**src/rtl/bfv_delta_scale_rns_defines.svh**
```systemverilog
// Assertion macros for the BFV delta scaling block.
// Used by the top level only; expects clk and arst_n in scope.
`ifndef BFV_DELTA_SCALE_RNS_DEFINES_SVH
`define BFV_DELTA_SCALE_RNS_DEFINES_SVH

// Same-cycle implication, disabled during reset
`define BDSR_ASSERT_IMP(label, ante, cons) \
	label: assert property (@(posedge clk) disable iff (!arst_n) (ante) |-> (cons)) \
		else $error("bdsr assertion failed");

// Next-cycle implication, disabled during reset
`define BDSR_ASSERT_NXT(label, ante, cons) \
	label: assert property (@(posedge clk) disable iff (!arst_n) (ante) |=> (cons)) \
		else $error("bdsr assertion failed");

`endif

```
**src/rtl/bdsr_pkg.sv**
```systemverilog
// Shared widths, register indexes, command struct and helpers for the
// BFV delta scaling block. No dependencies.
`timescale 1ns / 1ps
`default_nettype none
package bdsr_pkg;
	localparam int MaxLevels = 4;
	localparam int WordW     = 60;
	localparam int AccWords  = MaxLevels + 1;
	localparam int AccW      = 64 * AccWords;
	localparam int CntW      = $clog2(AccW);
	localparam int LvlW      = $clog2(MaxLevels);
	localparam int CountW    = 3;
	localparam int IdxW      = 3;

	// Configuration register indexes
	localparam logic [IdxW-1:0] CfgPlainModulus = 3'd0;
	localparam logic [IdxW-1:0] CfgLevelCount   = 3'd1;
	localparam logic [IdxW-1:0] CfgPrimeZero    = 3'd2;
	localparam logic [IdxW-1:0] CfgPrimeThree   = 3'd5;

	localparam logic [CntW-1:0] AccLast  = CntW'(AccW - 1);
	localparam logic [CntW-1:0] WordLast = CntW'(WordW - 1);

	typedef struct packed {
		logic [WordW-1:0]                plain_modulus;
		logic [MaxLevels-1:0][WordW-1:0] primes;
	} cfg_t;

	typedef struct packed {
		logic            load_item;
		logic            acc_clear;
		logic            q_load;
		logic            q_step;
		logic            div_step;
		logic            hor_step;
		logic            red_step;
		logic            mm_load;
		logic            mm_step;
		logic            out_load;
		logic [LvlW-1:0] pidx;
	} cmd_t;

	// Active prime count: level count capped at the prime register count
	function automatic logic [CountW-1:0] active_levels(input logic [CountW-1:0] lc);
		logic [CountW-1:0] cap;
		cap = CountW'(MaxLevels);
		return (lc > cap) ? cap : lc;
	endfunction
endpackage
`default_nettype wire

```
**src/rtl/bdsr_ctrl.sv**
```systemverilog
// Controller FSM: sequences rebuild of the delta cache and per-item work.
// Depends on bdsr_pkg; drives bdsr_datapath commands.
`timescale 1ns / 1ps
`default_nettype none
module bdsr_ctrl (
	input  logic                        clk,
	input  logic                        arst_n,
	input  logic                        in_valid,
	output logic                        in_ready,
	output logic                        out_valid,
	input  logic                        out_ready,
	input  logic                        cfg_hit,
	input  logic [bdsr_pkg::CountW-1:0] n_active,
	output logic                        cache_valid,
	output bdsr_pkg::cmd_t              cmd
);
	import bdsr_pkg::*;

	typedef enum logic [7:0] {
		ST_IDLE = 8'b0000_0001,
		ST_QLD  = 8'b0000_0010,
		ST_QMUL = 8'b0000_0100,
		ST_DIV  = 8'b0000_1000,
		ST_HOR  = 8'b0001_0000,
		ST_RED  = 8'b0010_0000,
		ST_MM   = 8'b0100_0000,
		ST_DONE = 8'b1000_0000
	} state_t;

	state_t           state_q, state_d;
	logic [CntW-1:0]  cnt_q, cnt_d;
	logic [LvlW-1:0]  pidx_q, pidx_d;
	logic             valid_q, valid_d, oval_q, oval_d, accept;

	assign in_ready    = (state_q == ST_IDLE);
	assign accept      = in_valid && in_ready;
	assign out_valid   = oval_q;
	assign cache_valid = valid_q;

	// Next state and commands
	always_comb begin
		state_d = state_q;
		cnt_d   = cnt_q + CntW'(1);
		pidx_d  = pidx_q;
		valid_d = valid_q;
		oval_d  = oval_q && !out_ready;
		cmd     = '0;
		cmd.pidx = pidx_q;
		unique case (state_q)
			ST_IDLE: begin
				cnt_d  = '0;
				pidx_d = '0;
				if (accept) begin
					cmd.load_item = 1'b1;
					cmd.acc_clear = !valid_q;
					if (valid_q)
						state_d = ST_RED;
					else if (n_active == '0)
						state_d = ST_DIV;
					else
						state_d = ST_QLD;
				end
			end
			ST_QLD: begin
				cmd.q_load = 1'b1;
				cnt_d      = '0;
				state_d    = ST_QMUL;
			end
			ST_QMUL: begin
				cmd.q_step = 1'b1;
				if (cnt_q == WordLast) begin
					pidx_d = pidx_q + LvlW'(1);
					cnt_d  = '0;
					state_d = ({1'b0, pidx_q} == n_active - CountW'(1)) ? ST_DIV : ST_QLD;
				end
			end
			ST_DIV: begin
				cmd.div_step = 1'b1;
				if (cnt_q == AccLast) begin
					cnt_d   = '0;
					state_d = ST_HOR;
				end
			end
			ST_HOR: begin
				cmd.hor_step = 1'b1;
				if (cnt_q == AccLast) begin
					cnt_d   = '0;
					valid_d = 1'b1;
					state_d = ST_RED;
				end
			end
			ST_RED: begin
				cmd.red_step = 1'b1;
				if (cnt_q == WordLast) begin
					cmd.mm_load = 1'b1;
					cnt_d       = '0;
					state_d     = ST_MM;
				end
			end
			ST_MM: begin
				cmd.mm_step = 1'b1;
				if (cnt_q == WordLast) begin
					cnt_d   = '0;
					state_d = ST_DONE;
				end
			end
			ST_DONE: begin
				cnt_d = '0;
				if (!oval_q || out_ready) begin
					cmd.out_load = 1'b1;
					oval_d       = 1'b1;
					state_d      = ST_IDLE;
				end
			end
			default: state_d = ST_IDLE;
		endcase
		// A register write drops the cache
		if (cfg_hit)
			valid_d = 1'b0;
	end

	// Hold state
	always_ff @(posedge clk or negedge arst_n) begin
		if (!arst_n) begin
			state_q <= ST_IDLE;
			cnt_q   <= '0;
			pidx_q  <= '0;
			valid_q <= 1'b0;
			oval_q  <= 1'b0;
		end else begin
			state_q <= state_d;
			cnt_q   <= cnt_d;
			pidx_q  <= pidx_d;
			valid_q <= valid_d;
			oval_q  <= oval_d;
		end
	end
endmodule
`default_nettype wire
```
**config.mk**
```make
export PLATFORM = sky130hd
export DESIGN_NAME = bdsr_ctrl
export DESIGN_NICKNAME = d
export VERILOG_FILES = /design/src/rtl/bfv_delta_scale_rns_defines.svh /design/src/rtl/bdsr_pkg.sv /design/src/rtl/bdsr_ctrl.sv
export SDC_FILE = /design/constraint.sdc
export NUM_CORES = 1
export LEC_CHECK = 0
export ABC_AREA = 1
export BUFFER_PORTS_ARGS = -buffer_cell sky130_fd_sc_hd__buf_2
export CORE_ASPECT_RATIO = 0.8
export CORE_MARGIN = 4
export CORE_UTILIZATION = 59
export CTS_BUF_LIST = sky130_fd_sc_hd__clkbuf_4 sky130_fd_sc_hd__clkbuf_8
export DETAILED_ROUTE_END_ITERATION = 7
export PLACE_DENSITY = 0.82
export SLEW_MARGIN = 20
export SYNTH_ARGS = -nofsm -noshare
export SYNTH_HDL_FRONTEND = slang
export SYNTH_SLANG_ARGS = --single-unit
```
**constraint.sdc**
```tcl
create_clock -name clk -period 1.75 [get_ports clk]
set_input_delay 0.4375 -clock clk [delete_from_list [all_inputs] [get_ports clk]]
set_output_delay 0.4375 -clock clk [all_outputs]
set_load 0.01 [all_outputs]
```
==> metrics.txt, run 1 <==
status finished with violations; failing checks negative setup slack; synth cell count leaders nand2_1 (62), inv_1 (35), nand3_1 (35), nor2_1 (33), dfrtp_1 (20); Max-Cap Viols 0; GR Overflow Total 0; WP data required 1.31 ns; synth top area cells dfrtp_1 (31%), nand2_1 (14%), nand3_1 (11%); 1st-pass router iterations 6; sequential cell area 527 um^2; crit path DAT 1.52 ns; post-synthesis sequential area ratio 32.7%; peak fanout along the critical path 5; crit start category register; Multi-input gate area 1060 um^2; hold slack 0.0448 ns; drt total wl 5.71 mm; number of H-tree levels 1; R2R Setup Slk -0.07 ns; clk_lat worst skew 0.32 ns; DRT antenna net count 0; Placed Instances 296; die height 54.8 um; worst setup path startpoint state_q[1]; Final GP Congestion 0.871; Synth cell types 29; worst slew pin tran 0.477 ns; initial antenna violation count 0; Mapped Area 1610 um^2; Final Hold Fails 0; ys async rst share 100%; Final Slew Violations 0; total track usage 26.3%; Core Area 2520 um^2; initial core utilization 63.9%; Finished Layout Cells 329; CTS tree yes; Slew headroom 68.2%; Power Density 1160 nW/um^2; reg2reg start state_q[0]; YS warnings 0; CTS Buffer Depth 2; Mapped Nets 247; Primary FF master, synth dfrtp_1; placed wire-length estimate 2.86 mm; type of the worst setup path reg2out; Die X 66.5 um; Worst-path clk slew 0.14 ns; setup ws final -0.212 ns; dpl cell area 1780 um^2; total number of vias 1912; met2 wire length 2.69 mm; f_max 0.510 GHz; fin crit share 112%; Wirelength per Cell 17.4 um; layout cells sized above 1 38.9%; Setup crit end kind primary output; Buffers on Ports 22; M1 WL 2.06 mm; Syn Area/Cell 6.83 um^2; highest routed metal layer met4; CTS root buffer clkbuf_4; Cell Rows 16; routed wl met3 674 um; first-pass GRT wire length 6.99 mm; CTS buffer count 3; die area 3640 um^2; Cells after Synth 236; largest net degree at the start of global routing 22; min Tclk post-route 1.96 ns; CTS Sinks 21; worst vdd ir 0.995 mV; leading area contributor after synthesis dfrtp_1; DRC Markers 0; RSZ-0062 raised after global routing true; worst min path class in2async; Fill cells 124; Reg-to-Reg End state_q[1]; Iter 0 DRT Violations 224; Worst setup endpoint cmd[2]; fin area 2240 um^2; Final nets 305; R2R depth 10; vias in the first global route 1535; IO Pins 23; Yosys reg bits 21; top-count cell post-synth nand2_1; diodes inserted 0; EDFF count, synth 0; Clock Skew 0.0116 ns; area growth from synthesis to layout 38.9%; Synth top area share 31.0%; final count of negative-setup-slack endpoints 18; Static Leak 1.22 nW; via-per-instance ratio 5.81
## timing repair
item,CTS,global route
setup endpoints to repair,11,20
pin swaps,14,18
buffers inserted,17,13
hold buffers,0,0
resized for setup,29,27
## metal layers
layer / up-vias / global-route usage, %
met5: - / 0
met4: 0 / 4.39
met3: 34 / 4.31
met2: 153 / 48.1
met1: 865 / 33.3
li1: 860 / -
## cell usage in the layout, fill, tap and decap left out
master    synthesis  final
nand2_1          62     53
nand3_1          35     33
inv_1            35     27
buf_4             1     24
nor2_1           33     23
dfrtp_1          20     20
buf_2             0     17
nor2_4            6     14
nand2_2           4     11
buf_6             0     11
inv_2             4      9
nor2_2            4      6
xor2_1            6      6
nand4_1           4      4
nand2_4           1      3
inv_4             0      3
nand3_2           1      3
o21ai_0           3      3
clkbuf_4          0      3
ha_1              3      2
buf_12            0      2
nand2_8           1      1
nor2_8            1      1
nand3_4           1      1
a31oi_1           1      1
and2_1            1      1
nor3_2            0      1
nand3b_1          1      1
a21oi_4           1      1
o31ai_1           1      1
xnor2_1           1      1
o22ai_1           1      1
nor3_1            2      1
a21oi_1           1      1
ha_4              0      1
clkinv_2          0      1
dfstp_2           1      1
## worst min path at each step
| stage | slack (ns) | depth (start not counted) | end | from |
|---|---|---|---|---|
| global route | 0.07 | 1 | pidx_q[1] | arst_n |
| global placement | 0.41 | 1 | pidx_q[0] | arst_n |
| detailed placement | 0.42 | 1 | pidx_q[0] | arst_n |
| finish | 0.04 | 1 | pidx_q[1] | arst_n |
| floorplan | 0.14 | 0 | cache_valid | arst_n |
| CTS | 0.07 | 1 | pidx_q[0] | arst_n |
## final cells by class
type | instances | area share (%)
tap | 36 | 2.01
clock inverter | 1 | 0.223
multi-input combinational | 175 | 47.2
clock buffer | 3 | 1.01
inverter | 39 | 6.87
sequential | 21 | 23.5
timing repair buffer | 54 | 19.2
## flip-flops by register name, summed over array words and instances (netlist names)
name / cells
cache_valid: 1
cnt_q: 9
out_valid: 1
state_q: 8
pidx_q: 2
## power breakdown
| part | leakage [nW] | switching, mW | internal, mW |
|---|---|---|---|
| sequential | 0.285 | 0.0990 | 0.576 |
| clock | 0.0177 | 0.170 | 0.0857 |
| combinational | 0.916 | 0.991 | 0.677 |
| total | 1.22 | 1.26 | 1.34 |
## worst max-delay path, stage by stage, from the launching register on
cell,delay [ns]
dfrtp_1,0.47
nor2_4,0.20
nand2_4,0.09
inv_4,0.08
nand2_2,0.07
nor2_1,0.14
buf_2,0.15
## cell families (layout without fill, tap and decap cells)
logic type,count (synthesis),after routing,share of synthesized area [%]
simple gates,157,157,48.2
buf+inv,40,97,9.54
flops,21,21,32.7
compound gates,8,8,3.49
xor+xnor,7,7,3.80
fa+ha+maj,3,3,2.33
## metrics by stage
| stage | utilization (%) | worst slack (ns) | TNS [ns] | total power, mW |
|---|---|---|---|---|
| global placement | 70.7 | 0.136 | 0 | 1.70 |
| detailed placement | 70.7 | 0.0741 | 0 | 1.71 |
| global route | 88.8 | -0.288 | -2.72 | 2.73 |
| finish | 88.8 | -0.212 | -1.86 | 2.60 |
| floorplan | - | 0.185 | 0 | 1.46 |
| CTS | 80.9 | -0.127 | -0.726 | 2.17 |
Note: power is estimated with default switching activity, not from simulation.
==> run 2: changes to the inputs <==
--- a/config.mk
+++ b/config.mk
@@ -11,8 +11,10 @@
 export CORE_MARGIN = 4
 export CORE_UTILIZATION = 59
 export CTS_BUF_LIST = sky130_fd_sc_hd__clkbuf_4 sky130_fd_sc_hd__clkbuf_8
+export CTS_CLUSTER_SIZE = 20
 export DETAILED_ROUTE_END_ITERATION = 7
-export PLACE_DENSITY = 0.82
+export PLACE_DENSITY_LB_ADDON = 0.12
+export SETUP_SLACK_MARGIN = 0.02
 export SLEW_MARGIN = 20
 export SYNTH_ARGS = -nofsm -noshare
 export SYNTH_HDL_FRONTEND = slang
==> run 2 against run 1 <==
The run still ends with negative setup slack left. Fmax grew 0.15%. Final cell count increased by 0.61%. Sequential share of layout area grew 0.19 points. Count of clock-buffer cells in the layout unchanged. Routed wire length shrank 0.86%. Largest cell class unchanged. Largest power group unchanged.
==> metrics.txt, run 2 (synthesis results as in run 1) <==
Slew headroom 67.8%; Iter 0 DRT Violations 146; Max-Cap Viols 0; CTS buffer count 3; first-pass GRT wire length 6.98 mm; DRC Markers 0; dpl cell area 1780 um^2; die height 54.8 um; min Tclk post-route 1.96 ns; most frequent cells in the layout nand2_1 (57), nand3_1 (32), buf_4 (30); final count of negative-setup-slack endpoints 14; IO Pins 23; Clock Skew 0.00895 ns; Worst path top cell family by delay simple AND/OR/NAND/NOR gates; CTS Buffer Depth 2; Worst-path clk slew 0.13 ns; crit path DAT 1.52 ns; M1 WL 2.09 mm; CTS Sinks 21; layout cells sized above 1 37.6%; peak fanout along the critical path 3; total number of vias 1937; fin area 2230 um^2; worst slew pin tran 0.483 ns; crit path cell chain inv_1, nand2_1, nor2_2, nand2_4, nor2_1, buf_2; placed wire-length estimate 2.87 mm; Wirelength per Cell 17.1 um; CTS root buffer clkbuf_4; initial antenna violation count 0; clk_lat worst skew 0.33 ns; DRT antenna net count 0; total track usage 25.7%; Reg with most FFs cnt_q; WP data required 1.31 ns; Core Area 2520 um^2; Buffers on Ports 22; crit path buf inv count 2; CTS tree yes; GR Overflow Total 0; routed wl met3 566 um; Final GP Congestion 0.896; Largest regs cnt_q (9), state_q (8), pidx_q (2); diodes inserted 0; number of H-tree levels 1; setup ws final -0.209 ns; type of the worst setup path reg2out; Placed Instances 296; Power Density 1140 nW/um^2; met2 wire length 2.72 mm; f_max 0.510 GHz; slowest CP cell dfrtp_1; failing checks negative setup slack; vias in the first global route 1589; Fill cells 133; crit-path max cell delay 0.44 ns; area growth from synthesis to layout 38.1%; drt total wl 5.66 mm; highest routed metal layer met4; Finished Layout Cells 331; initial core utilization 63.9%; worst min path class in2async; max reg flops 9; Final Hold Fails 0; via-per-instance ratio 5.85; RSZ-0062 raised after global routing true; worst slack at placement 0.104 ns; die area 3640 um^2; fin crit share 112%; Static Leak 1.25 nW; post-route setup TNS -1.82 ns; Die X 66.5 um; Final nets 307; 1st-pass router iterations 5; status finished with violations; Final Slew Violations 0; commonest non-fill, non-tap cell in the layout nand2_1; largest net degree at the start of global routing 22; worst vdd ir 0.681 mV; crit start category register; Cell Rows 16; hold slack 0.0418 ns; Setup crit end kind primary output
run 2: metal layers:
metal / up-vias / GRT usage, %
li1: 869 / -
met1: 882 / 34.2
met2: 144 / 42.3
met3: 42 / 5.75
met4: 0 / 7.77
met5: - / 0
run 2: power breakdown:
group / switching [mW] / internal, mW
registers: 0.0985 / 0.577
clock network: 0.172 / 0.0859
logic: 0.967 / 0.639
run 2: timing repair:
| item | 4_1_cts | 5_1_grt |
|---|---|---|
| endpoints found under the setup margin | 11 | 23 |
| resized for setup | 24 | 25 |
| hold buffers | 0 | 0 |
| pin swaps | 14 | 15 |
| setup buffers | 12 | 18 |
| gates cloned | 0 | 1 |
run 2: final timing paths:
path / from / endpoint / slack [ns] / cells past startpoint
min in group clk: cfg_hit / cache_valid / 0.24 / 2
hold reg to reg: pidx_q[1] / pidx_q[1] / 0.56 / 1
max in group asynchronous: arst_n / state_q[0] / 1.36 / 1
setup reg to reg: state_q[0] / state_q[0] / -0.03 / 11
hold / removal: arst_n / state_q[2] / 0.04 / 1
setup / recovery: state_q[6] / cmd[2] / -0.21 / 6
run 2: metrics by stage:
step | util, % | power, mW
6_report | 88.3 | 2.54
5_1_grt | 88.3 | 2.69
4_1_cts | 78.4 | 2.17
3_5_place_dp | 70.7 | 1.73
3_3_place_gp | 70.7 | 1.70
2_1_floorplan | - | 1.46
run 2: area by class of cell:
type | count | area, um^2 | share of cell area [%]
Clock inverter | 1 | 5.00 | 0.225
Sequential cell | 21 | 528 | 23.7
Timing Repair Buffer | 55 | 409 | 18.4
Inverter | 39 | 161 | 7.25
Clock buffer | 3 | 22.5 | 1.01
Tap cell | 36 | 45.0 | 2.02
Multi-Input combinational cell | 176 | 1060 | 47.4
